==> config.mk <==
export PLATFORM = sky130hd
export DESIGN_NAME = three_stage_charge_controller
export DESIGN_NICKNAME = d
export VERILOG_FILES = /design/src/hdl/csc_pkg.sv /design/src/hdl/csc_regs.sv /design/src/hdl/csc_volt.sv /design/src/hdl/csc_ctrl.sv /design/src/hdl/three_stage_charge_controller.sv
export SDC_FILE = /design/constraint.sdc
export NUM_CORES = 1
export LEC_CHECK = 0
export ABC_AREA = 1
export BUFFER_PORTS_ARGS = -buffer_cell sky130_fd_sc_hd__buf_2
export CAP_MARGIN = 20
export CORE_ASPECT_RATIO = 0.5
export CORE_MARGIN = 5
export CORE_UTILIZATION = 55
export DETAILED_ROUTE_END_ITERATION = 10
export PLACE_DENSITY = 0.78
export SYNTH_ARGS = -nofsm -noshare
export SYNTH_HDL_FRONTEND = slang
export SYNTH_SLANG_ARGS = --single-unit
==> constraint.sdc <==
create_clock -name clk -period 14.67 [get_ports clk]
set_input_delay 0 -clock clk [delete_from_list [all_inputs] [get_ports clk]]
set_output_delay 0 -clock clk [all_outputs]
set_load 0.005 [all_outputs]
==> src/hdl/csc_pkg.sv <==
`timescale 1ns / 1ps
// ----------------------------------------------------------------------------
// csc_pkg
// Shared types and constants for the three-stage charge controller.
// ----------------------------------------------------------------------------
package csc_pkg;

	localparam int NUM_SAMPLES = 5;
	localparam int SAMPLE_W    = 10;
	localparam int CUR_W       = 14;
	localparam int DUTY_W      = 14;
	localparam int MV_W        = 16;
	localparam int SCALE_W     = 18;
	localparam int SCALE_FRAC  = 16;
	localparam int SUM_W       = $clog2(NUM_SAMPLES * ((1 << SAMPLE_W) - 1) + 1);
	localparam int PROD_W      = SUM_W + SCALE_W;
	localparam int ADDR_W      = 5;
	localparam int DATA_W      = 32;
	localparam int IDX_W       = 3;

	localparam logic [1:0] STAGE_CC    = 2'd0;
	localparam logic [1:0] STAGE_CV    = 2'd1;
	localparam logic [1:0] STAGE_FLOAT = 2'd2;
	localparam logic [1:0] STAGE_DONE  = 2'd3;

	localparam logic [IDX_W-1:0] REG_CC_TARGET = 3'd0;
	localparam logic [IDX_W-1:0] REG_BULK_MV   = 3'd1;
	localparam logic [IDX_W-1:0] REG_TAPER_MA  = 3'd2;
	localparam logic [IDX_W-1:0] REG_FLOAT_MV  = 3'd3;
	localparam logic [IDX_W-1:0] REG_SCALE     = 3'd4;
	localparam logic [IDX_W-1:0] REG_DUTY_STEP = 3'd5;
	localparam logic [IDX_W-1:0] REG_DUTY_MAX  = 3'd6;

	localparam logic [CUR_W-1:0]   RST_CC_TARGET = 14'd500;
	localparam logic [MV_W-1:0]    RST_BULK_MV   = 16'd14200;
	localparam logic [CUR_W-1:0]   RST_TAPER_MA  = 14'd200;
	localparam logic [MV_W-1:0]    RST_FLOAT_MV  = 16'd13200;
	localparam logic [SCALE_W-1:0] RST_SCALE     = 18'd216124;
	localparam logic [DUTY_W-1:0]  RST_DUTY_STEP = 14'd100;
	localparam logic [DUTY_W-1:0]  RST_DUTY_MAX  = 14'd10000;

	typedef logic [SAMPLE_W-1:0] sample_t;

	typedef struct packed {
		logic [CUR_W-1:0]   cc_target_ma;
		logic [MV_W-1:0]    bulk_voltage_mv;
		logic [CUR_W-1:0]   taper_current_ma;
		logic [MV_W-1:0]    float_voltage_mv;
		logic [SCALE_W-1:0] code_to_mv_scale;
		logic [DUTY_W-1:0]  duty_step;
		logic [DUTY_W-1:0]  duty_max;
	} cfg_t;

	typedef struct packed {
		logic [MV_W-1:0]  bat_mv;
		logic [CUR_W-1:0] cur_ma;
		logic             button;
	} meas_t;

	typedef struct packed {
		logic [1:0]        stage;
		logic [DUTY_W-1:0] duty;
	} ctrl_st_t;

endpackage

==> src/hdl/csc_regs.sv <==
`timescale 1ns / 1ps
// ----------------------------------------------------------------------------
// csc_regs
// APB configuration registers with read-back.
// ----------------------------------------------------------------------------
module csc_regs (
	input  logic                         clk,
	input  logic                         arst_n,
	input  logic                         psel,
	input  logic                         penable,
	input  logic                         pwrite,
	input  logic [csc_pkg::ADDR_W-1:0]   paddr,
	input  logic [csc_pkg::DATA_W-1:0]   pwdata,
	output logic [csc_pkg::DATA_W-1:0]   prdata,
	output logic                         pready,
	output csc_pkg::cfg_t                cfg
);
	import csc_pkg::*;

	cfg_t             cfg_q;
	logic             wr_en;
	logic [IDX_W-1:0] idx;

	assign pready = 1'b1;
	assign idx    = paddr[ADDR_W-1:2];
	assign wr_en  = psel & penable & pwrite & pready;
	assign cfg    = cfg_q;

	always_ff @(posedge clk or negedge arst_n) begin
		if (!arst_n) begin
			cfg_q.cc_target_ma     <= RST_CC_TARGET;
			cfg_q.bulk_voltage_mv  <= RST_BULK_MV;
			cfg_q.taper_current_ma <= RST_TAPER_MA;
			cfg_q.float_voltage_mv <= RST_FLOAT_MV;
			cfg_q.code_to_mv_scale <= RST_SCALE;
			cfg_q.duty_step        <= RST_DUTY_STEP;
			cfg_q.duty_max         <= RST_DUTY_MAX;
		end else if (wr_en) begin
			case (idx)
				REG_CC_TARGET: cfg_q.cc_target_ma     <= pwdata[CUR_W-1:0];
				REG_BULK_MV:   cfg_q.bulk_voltage_mv  <= pwdata[MV_W-1:0];
				REG_TAPER_MA:  cfg_q.taper_current_ma <= pwdata[CUR_W-1:0];
				REG_FLOAT_MV:  cfg_q.float_voltage_mv <= pwdata[MV_W-1:0];
				REG_SCALE:     cfg_q.code_to_mv_scale <= pwdata[SCALE_W-1:0];
				REG_DUTY_STEP: cfg_q.duty_step        <= pwdata[DUTY_W-1:0];
				REG_DUTY_MAX:  cfg_q.duty_max         <= pwdata[DUTY_W-1:0];
				default: ;
			endcase
		end
	end

	always_comb begin
		case (idx)
			REG_CC_TARGET: prdata = DATA_W'(cfg_q.cc_target_ma);
			REG_BULK_MV:   prdata = DATA_W'(cfg_q.bulk_voltage_mv);
			REG_TAPER_MA:  prdata = DATA_W'(cfg_q.taper_current_ma);
			REG_FLOAT_MV:  prdata = DATA_W'(cfg_q.float_voltage_mv);
			REG_SCALE:     prdata = DATA_W'(cfg_q.code_to_mv_scale);
			REG_DUTY_STEP: prdata = DATA_W'(cfg_q.duty_step);
			REG_DUTY_MAX:  prdata = DATA_W'(cfg_q.duty_max);
			default:       prdata = '0;
		endcase
	end

endmodule

==> src/hdl/csc_volt.sv <==
`timescale 1ns / 1ps
// ----------------------------------------------------------------------------
// csc_volt
// Sums the battery ADC codes and scales the sum to millivolts (Q16).
// ----------------------------------------------------------------------------
module csc_volt #(
	parameter int SAMPLES_PER_TICK = 5
) (
	input  csc_pkg::sample_t                     samples [csc_pkg::NUM_SAMPLES],
	input  logic [csc_pkg::SCALE_W-1:0]          scale,
	output logic [csc_pkg::MV_W-1:0]             bat_mv
);
	import csc_pkg::*;

	logic [SUM_W-1:0]  sum;
	logic [PROD_W-1:0] prod;

	always_comb begin
		sum = '0;
		for (int i = 0; i < NUM_SAMPLES; i++) begin
			if (i < SAMPLES_PER_TICK)
				sum = sum + SUM_W'(samples[i]);
		end
	end

	assign prod = PROD_W'(sum) * PROD_W'(scale);

	// full-scale sum times full-scale factor stays below 2^16 mV
	assign bat_mv = MV_W'(prod[PROD_W-1:SCALE_FRAC]);

endmodule

==> src/hdl/csc_ctrl.sv <==
`timescale 1ns / 1ps
// ----------------------------------------------------------------------------
// csc_ctrl
// Charge stage sequencer and duty stepper with clamp.
// ----------------------------------------------------------------------------
module csc_ctrl (
	input  logic              clk,
	input  logic              arst_n,
	input  logic              en,
	input  csc_pkg::cfg_t     cfg,
	input  csc_pkg::meas_t    meas,
	output csc_pkg::ctrl_st_t cur,
	output csc_pkg::ctrl_st_t nxt
);
	import csc_pkg::*;

	logic [1:0]        stage_q;
	logic [DUTY_W-1:0] duty_q;
	logic              step_en;
	logic              step_dn;
	logic [DUTY_W:0]   up_sum;
	logic [DUTY_W-1:0] up_val;
	logic [DUTY_W-1:0] dn_raw;
	logic [DUTY_W-1:0] dn_val;

	assign up_sum = {1'b0, duty_q} + {1'b0, cfg.duty_step};
	assign up_val = (up_sum > {1'b0, cfg.duty_max}) ? cfg.duty_max : up_sum[DUTY_W-1:0];
	assign dn_raw = (duty_q > cfg.duty_step) ? (duty_q - cfg.duty_step) : '0;
	assign dn_val = (dn_raw > cfg.duty_max) ? cfg.duty_max : dn_raw;

	always_comb begin
		step_en   = 1'b0;
		step_dn   = 1'b0;
		nxt.stage = stage_q;
		case (stage_q)
			STAGE_CC: begin
				if (meas.bat_mv < cfg.bulk_voltage_mv) begin
					step_en = 1'b1;
					step_dn = meas.cur_ma > cfg.cc_target_ma;
				end else begin
					nxt.stage = STAGE_CV;
				end
			end
			STAGE_CV: begin
				if (meas.cur_ma > cfg.taper_current_ma) begin
					step_en = 1'b1;
					step_dn = meas.bat_mv > cfg.bulk_voltage_mv;
				end else begin
					nxt.stage = STAGE_FLOAT;
				end
			end
			STAGE_FLOAT: begin
				if (!meas.button) begin
					step_en = 1'b1;
					step_dn = meas.bat_mv > cfg.float_voltage_mv;
				end else begin
					nxt.stage = STAGE_DONE;
				end
			end
			default: ;
		endcase
		nxt.duty = step_en ? (step_dn ? dn_val : up_val) : duty_q;
	end

	always_ff @(posedge clk or negedge arst_n) begin
		if (!arst_n) begin
			stage_q <= STAGE_CC;
			duty_q  <= '0;
		end else if (en) begin
			stage_q <= nxt.stage;
			duty_q  <= nxt.duty;
		end
	end

	assign cur.stage = stage_q;
	assign cur.duty  = duty_q;

endmodule

==> src/hdl/three_stage_charge_controller.sv <==
`timescale 1ns / 1ps
// ----------------------------------------------------------------------------
// three_stage_charge_controller
// CC / CV / float battery charge controller, one control tick per transaction.
// ----------------------------------------------------------------------------
//  channel  | handshake                  | payload
//  ---------+----------------------------+------------------------------------
//  item     | item_valid / item_ready    | sample_first..fifth, current, button
//  result   | result_valid / result_ready| duty_level, charge_stage, battery_mv
//  config   | APB psel/penable/pready    | paddr, pwdata, prdata
//
//  One transaction per cycle while result_ready stays high; result_valid rises
//  after the input register, scaled voltage register and result register.
//  The stage/duty update is combinational in the last stage.
//  Stalls on result_ready fill bubbles first, then hold each stage in place.
//  No clearing pass after reset; item_ready is high from the first cycle.
// ----------------------------------------------------------------------------
module three_stage_charge_controller #(
	parameter int SAMPLES_PER_TICK = 5
) (
	input  logic                       clk,
	input  logic                       arst_n,
	input  logic                       psel,
	input  logic                       penable,
	input  logic                       pwrite,
	input  logic [csc_pkg::ADDR_W-1:0] paddr,
	input  logic [csc_pkg::DATA_W-1:0] pwdata,
	output logic [csc_pkg::DATA_W-1:0] prdata,
	output logic                       pready,
	input  logic                       item_valid,
	output logic                       item_ready,
	input  logic [9:0]                 sample_first,
	input  logic [9:0]                 sample_second,
	input  logic [9:0]                 sample_third,
	input  logic [9:0]                 sample_fourth,
	input  logic [9:0]                 sample_fifth,
	input  logic [13:0]                output_current_ma,
	input  logic                       button_pressed,
	output logic                       result_valid,
	input  logic                       result_ready,
	output logic [13:0]                duty_level,
	output logic [1:0]                 charge_stage,
	output logic [15:0]                battery_mv
);
	import csc_pkg::*;

	cfg_t              cfg;
	sample_t           samples_s1 [NUM_SAMPLES];
	logic [CUR_W-1:0]  cur_s1;
	logic              btn_s1;
	logic              v_s1;
	meas_t             meas_s2;
	logic              v_s2;
	logic [MV_W-1:0]   bat_mv;
	ctrl_st_t          st_cur;
	ctrl_st_t          st_nxt;
	ctrl_st_t          res_q;
	logic [MV_W-1:0]   bat_q;
	logic              res_v_q;
	logic              rdy_out;
	logic              rdy_s2;
	logic              ld_s1;
	logic              ld_s2;
	logic              ld_out;

	csc_regs u_regs (
		.clk     (clk),
		.arst_n  (arst_n),
		.psel    (psel),
		.penable (penable),
		.pwrite  (pwrite),
		.paddr   (paddr),
		.pwdata  (pwdata),
		.prdata  (prdata),
		.pready  (pready),
		.cfg     (cfg)
	);

	assign rdy_out    = !res_v_q || result_ready;
	assign rdy_s2     = !v_s2 || rdy_out;
	assign item_ready = !v_s1 || rdy_s2;
	assign ld_s1      = item_valid && item_ready;
	assign ld_s2      = v_s1 && rdy_s2;
	assign ld_out     = v_s2 && rdy_out;

	always_ff @(posedge clk or negedge arst_n) begin
		if (!arst_n) begin
			v_s1    <= 1'b0;
			v_s2    <= 1'b0;
			res_v_q <= 1'b0;
		end else begin
			if (item_ready)
				v_s1 <= item_valid;
			if (rdy_s2)
				v_s2 <= v_s1;
			if (rdy_out)
				res_v_q <= v_s2;
		end
	end

	always_ff @(posedge clk) begin
		if (ld_s1) begin
			samples_s1[0] <= sample_first;
			samples_s1[1] <= sample_second;
			samples_s1[2] <= sample_third;
			samples_s1[3] <= sample_fourth;
			samples_s1[4] <= sample_fifth;
			cur_s1        <= output_current_ma;
			btn_s1        <= button_pressed;
		end
		if (ld_s2) begin
			meas_s2.bat_mv <= bat_mv;
			meas_s2.cur_ma <= cur_s1;
			meas_s2.button <= btn_s1;
		end
		if (ld_out) begin
			res_q <= st_nxt;
			bat_q <= meas_s2.bat_mv;
		end
	end

	csc_volt #(
		.SAMPLES_PER_TICK (SAMPLES_PER_TICK)
	) u_volt (
		.samples (samples_s1),
		.scale   (cfg.code_to_mv_scale),
		.bat_mv  (bat_mv)
	);

	csc_ctrl u_ctrl (
		.clk    (clk),
		.arst_n (arst_n),
		.en     (ld_out),
		.cfg    (cfg),
		.meas   (meas_s2),
		.cur    (st_cur),
		.nxt    (st_nxt)
	);

	assign result_valid = res_v_q;
	assign duty_level   = res_q.duty;
	assign charge_stage = res_q.stage;
	assign battery_mv   = bat_q;

	a_stage_hold: assert property (@(posedge clk) disable iff (!arst_n)
		!ld_out |=> $stable(st_cur.stage))
		else $error("stage changed without a tick");

	a_stage_seq: assert property (@(posedge clk) disable iff (!arst_n)
		ld_out |=> (st_cur.stage == $past(st_cur.stage)) ||
			(st_cur.stage == 2'($past(st_cur.stage) + 2'd1)))
		else $error("stage skipped");

	a_step_or_advance: assert property (@(posedge clk) disable iff (!arst_n)
		ld_out |=> (st_cur.stage == $past(st_cur.stage)) ||
			(st_cur.duty == $past(st_cur.duty)))
		else $error("duty stepped on a stage change");

	a_done_hold: assert property (@(posedge clk) disable iff (!arst_n)
		(st_cur.stage == STAGE_DONE) |=> (st_cur.stage == STAGE_DONE) && $stable(st_cur.duty))
		else $error("left done stage");

endmodule

==> metrics.txt, run 1 <==
worst min-delay path class input port to async pin; core region area 40900 um^2; FMAX 102 MHz; most common cell in the netlist nand2_1; Final Slew Violations 0; Seq/Total Area, Yosys 30.3%; drt first-iter violations 1986; number of inserted diodes 0; Yosys cell types 60; WP data arrival 10070 ps; minimum clock period 9790 ps; Synth Area in Compound Gates 8.86%; TritonRoute pass-1 iters 6; Die Area 46200 um^2; first-pass GRT wire length 104000 um; number of global-route vias before repair 19113; FF-to-FF Start samples_s1[30]$_DFFE_PP_; critical path startpoint samples_s1[30]$_DFFE_PP_; Post-synth ARST share 49.8%; DR WL/cell 18.9 um; post-synthesis adder-cell area fraction 28.6%; critical path type flip-flop to flip-flop; TNS Setup 0 ps; # H-tree levels 1; synth cell count leaders nand2_1 (643), inv_1 (567), ha_1 (208), fa_1 (198), nor2_1 (164); Clock Tree Buf Depth 3; RD Place Congestion 0.977; die height 155 um; Mapped Cells 2744; Critical Path End Type flip-flop; clock slew at reported path FFs 70 ps; cell row count 52; Crit path required time 14950 ps; PortBufs 143; Die W 299 um; Post-synth EDFFs 126; via count 19243; failing checks hold timing; post-route ant nets 0; relative slew slack 27.9%; Hold Vio Cnt, Final 6; layout cells sized above 1 11.1%; status complete, but fails checks; antenna violations before repair 0; Critical Path Source Type flip-flop; synth top area cells fa_1 (17%), edfxtp_1 (16%), ha_1 (11%); post-synth top area cell fa_1; sequential cell area 6960 um^2; multi-input logic area 13300 um^2; CTS tree yes; Layout Area Growth over Synthesis 11.8%; Yosys top cell area share 17.3%; CTS root buf clkbuf_16; Top FF cell, synth edfxtp_1; total track usage 28.5%; Synth Warn # 0; Post CTS Setup Buffer Count 0; clk_lat worst skew 560 ps; DRT Wirelength 66000 um; largest family of logic cells by synthesized area adder cells; fill cell count 3373; Post-Syn Area 23000 um^2; CTS resizes 0; Via density 5.51; HPWL after DPL 50200 um; setup violators final 0; Tcrit/Tclk final 66.7%; DRC viols 0; RSZ-0062 raised after global routing no; clk sinks 251; WHS -8.28 ps; synthesized flop and latch total 251; portion of netlist area occupied by mux cells 0%; pin count of the biggest net entering global routing 66; CP max-delay cell nand2_1; clock skew 33.2 ps; Avg Inst Size Synth 8.37 um^2; max cap viols 0; Post-Synth Simple-Gate Area 19.0%; Total Nets Final 3449; Post-CTS Hold Fix Bufs 88; CP Max Fanout 12; CTS Buf Count 24; worst-margin pin slew 1080 ps; total grt overflow 0; Post-Synth XOR/XNOR Area 1.25%; Worst path max stage delay 510 ps; IO Pins 176; Initial Utilization 56.2%
[metrics by stage]
stage | setup WS (ps) | area (um^2) | hold slack, ps | utilization (%) | cells
after floorplan | 6270 | 23000 | -296 | - | 2758
after global placement | 5050 | 24000 | 28.4 | 58.7 | 3360
after detailed placement | 5000 | 24000 | 35.4 | 58.7 | 3360
after CTS | 4960 | 25700 | 1.37 | 62.8 | 3492
after global routing | 4230 | 25700 | 43.4 | 62.8 | 3492
final | 4880 | 25700 | -8.28 | 62.8 | 3492
[area by class of cell]
class,instances,area share [%]
well taps,540,2.63
repair buffers,241,6.52
inverters,588,8.62
flip-flops and latches,251,27.1
multi-input cells,1828,51.9
clock buffers,28,2.64
clock inverters,16,0.570
[registers in the layout (all words and copies together) (netlist names)]
| name | flops |
|---|---|
| u_regs.cfg | 106 |
| samples_s1 | 50 |
| meas_s2 | 30 |
| battery_mv | 15 |
| cur_s1 | 14 |
| duty_level | 14 |
| u_ctrl.duty_q | 14 |
| charge_stage | 2 |
| u_ctrl.stage_q | 2 |
| btn_s1 | 1 |
| result_valid | 1 |
| v_s1 | 1 |
| v_s2 | 1 |
[final timing paths]
check	endpoint	slack (ps)	cells past startpoint
max in group asynchronous	u_regs.cfg[40]$_DFFE_PN0P_	13630	3
setup reg to reg	meas_s2[24]$_DFFE_PP_	4880	41
hold reg to reg	meas_s2[9]$_DFFE_PP_	420	0
hold / removal	u_regs.cfg[101]$_DFFE_PN0P_	-8	2
setup / recovery	meas_s2[24]$_DFFE_PP_	4880	41
min in group clk	cur_s1[9]$_DFFE_PP_	150	2
[cell usage in the layout, fill, tap and decap left out, types with 11 or more instances in the layout]
| cell | instances |
|---|---|
| nand2_1 | 643 |
| inv_1 | 566 |
| ha_1 | 208 |
| fa_1 | 198 |
| nor2_1 | 163 |
| o21ai_0 | 144 |
| buf_2 | 142 |
| edfxtp_1 | 126 |
| a21oi_1 | 119 |
| nand3_1 | 88 |
| dlygate4sd3_1 | 88 |
| dfrtp_1 | 84 |
| dfstp_2 | 41 |
| nand4_1 | 33 |
| clkbuf_16 | 26 |
| o22ai_1 | 25 |
| xor2_1 | 23 |
| nand2_2 | 18 |
| nor3_1 | 17 |
| conb_1 | 16 |
| inv_2 | 14 |
| o221ai_1 | 12 |
| nor2_2 | 11 |
| buf_4 | 11 |
[critical path: cells and delay by family, from the launching register on]
family	cells	cell delay [ps]
fa+ha+maj	11	4620
simple gates	10	1760
compound gates	10	1660
buf+inv	8	740
flops	1	390
xor+xnor	2	350
[routing by layer]
metal	track usage [%]	part of all wire [%]	wire length (um)	vias to the layer above
met5	0	0	0	-
met4	9.21	3.8	2490	0
met3	5.77	9.7	6400	161
met2	45.9	45	29800	908
met1	39.2	41	27300	9233
li1	-	-	-	8941
[logic make-up after synthesis]
group	after synthesis
DFF	251
buffers and inverters	679
AOI/OAI and AO/OA	355
xor gates and xnor gates	32
adders and majority gates	406
and+or+nand+nor	1019
other	2
Power of run 1 is not shown: default switching activity piles up to over one toggle a cycle in this logic, so the estimate is an artifact.
==> inputs of run 2 (changes only) <==
- PLACE_DENSITY: 0.78 -> 0.81
- clock period: 14.67 -> 8.7 ns (I/O delays scaled with it)
==> metrics.txt, run 2 (synthesized netlist as in run 1, its figures left out) <==
Die Area 46200 um^2; minimum clock period 9010 ps; worst min-delay path class input port to async pin; commonest non-fill, non-tap cell in the layout nand2_1; most frequent cells in the layout nand2_1 (622), inv_1 (547), fa_1 (193); DRC viols 0; max FFs per register 106; total track usage 30.4%; Critical Path Source Type flip-flop; post-route ant nets 0; met2 WL 33700 um; Total Nets Final 3545; RSZ-0062 raised after global routing yes; Final Slew Violations 0; WHS 90.5 ps; max cap viols 0; pin count of the biggest net entering global routing 66; CP max-delay cell fa_1; placed insts 3432; Hold Vio Cnt, Final 0; PortBufs 143; TritonRoute pass-1 iters 7; first-pass GRT wire length 110000 um; Via density 5.68; CTS Buf Count 24; Initial Utilization 56.2%; core region area 40900 um^2; CTS root buf clkbuf_16; status complete, but fails checks; most frequent cell on the critical path fa_1; critical path type flip-flop to flip-flop; # H-tree levels 1; via count 20395; Setup WS post-layout -309 ps; Layout Area Growth over Synthesis 18.1%; Worst path max stage delay 610 ps; Crit path required time 9000 ps; CP Max Fanout 6; clk sinks 251; cell row count 52; met1 WL 28300 um; HPWL after DPL 54100 um; setup violators final 15; Post-Layout Cell Count 3589; layout cells sized above 1 18.0%; DR WL/cell 20.5 um; antenna violations before repair 1; Die W 299 um; IO Pins 176; Critical Path End Type flip-flop; RD Place Congestion 1.06; failing checks setup timing; die height 155 um; Tcrit/Tclk final 104%; Clock Tree Buf Depth 3; clk_lat worst skew 570 ps; drt first-iter violations 2080; relative slew slack 31.4%; top sig layer met5; total grt overflow 0; worst-margin pin slew 1030 ps; CTS tree yes; number of global-route vias before repair 20046; clock skew 26.3 ps; WL met3 8460 um; clock slew at reported path FFs 70 ps; DRT Wirelength 73700 um; FMAX 111 MHz; WP data arrival 9310 ps; Util after Layout 66.4%
==> run 2: changes by cell type in the layout (fill, tap and decap cells not counted), sizes merged <==
cell and delta:
clkbuf -1, inv +2, diode +1, bufinv +2, buf +96, clkinvlp -3
==> run 2: final timing paths <==
check,startpoint,cells after the start,endpoint,slack [ps]
setup reg to reg,samples_s1[40]$_DFFE_PP_,37,meas_s2[28]$_DFFE_PP_,-310
max in group asynchronous,arst_n,3,u_regs.cfg[28]$_DFFE_PN0P_,7200
hold / removal,arst_n,2,u_ctrl.stage_q[1]$_DFFE_PN0P_,90
setup / recovery,samples_s1[40]$_DFFE_PP_,37,meas_s2[28]$_DFFE_PP_,-310
min in group clk,output_current_ma[9],2,cur_s1[9]$_DFFE_PP_,140
hold reg to reg,cur_s1[11]$_DFFE_PP_,0,meas_s2[12]$_DFFE_PP_,420
==> run 2: routing by layer <==
metal | global-route usage, % | vias up
met5 | 0 | -
met4 | 9.79 | 2
met3 | 8.45 | 274
met2 | 49.6 | 1155
met1 | 39.9 | 9814
li1 | - | 9150
==> run 2: what timing repair did <==
action,in CTS,in global routing
buffers inserted,10,18
setup endpoints to repair,14,15
resized for setup,43,127
cloned,0,0
hold buffers,88,0
pin swaps,12,57
hold endpoints to repair,232,0
==> run 2: worst max-delay path: cells and delay by family (launching register included) <==
| kind | cells | cell delay, ps |
|---|---|---|
| DFF | 1 | 370 |
| adders and majority gates | 11 | 4770 |
| and+or+nand+nor | 6 | 640 |
| buffers and inverters | 8 | 680 |
| xor gates and xnor gates | 3 | 670 |
| AOI/OAI and AO/OA | 9 | 1630 |
==> run 2: final cells by class <==
cell class,instances,area (um^2)
Sequential cell,251,6960
Inverter,588,2220
Tap cell,540,676
Clock inverter,17,198
Timing Repair Buffer,337,2480
Clock buffer,27,633
Multi-Input combinational cell,1828,14000
Fill cell,3167,13700
Antenna cell,1,2.50
==> run 2: per-stage QoR <==
step	setup WS, ps	cell area, um^2	setup TNS (ps)
2_1_floorplan	296	23000	0
3_3_place_gp	-116	24500	-733
3_5_place_dp	-302	24500	-3090
4_1_cts	-16.6	26500	-16.6
5_1_grt	-556	27100	-6110
6_report	-309	27100	-2640
Power of run 2 is left out for the same reason.
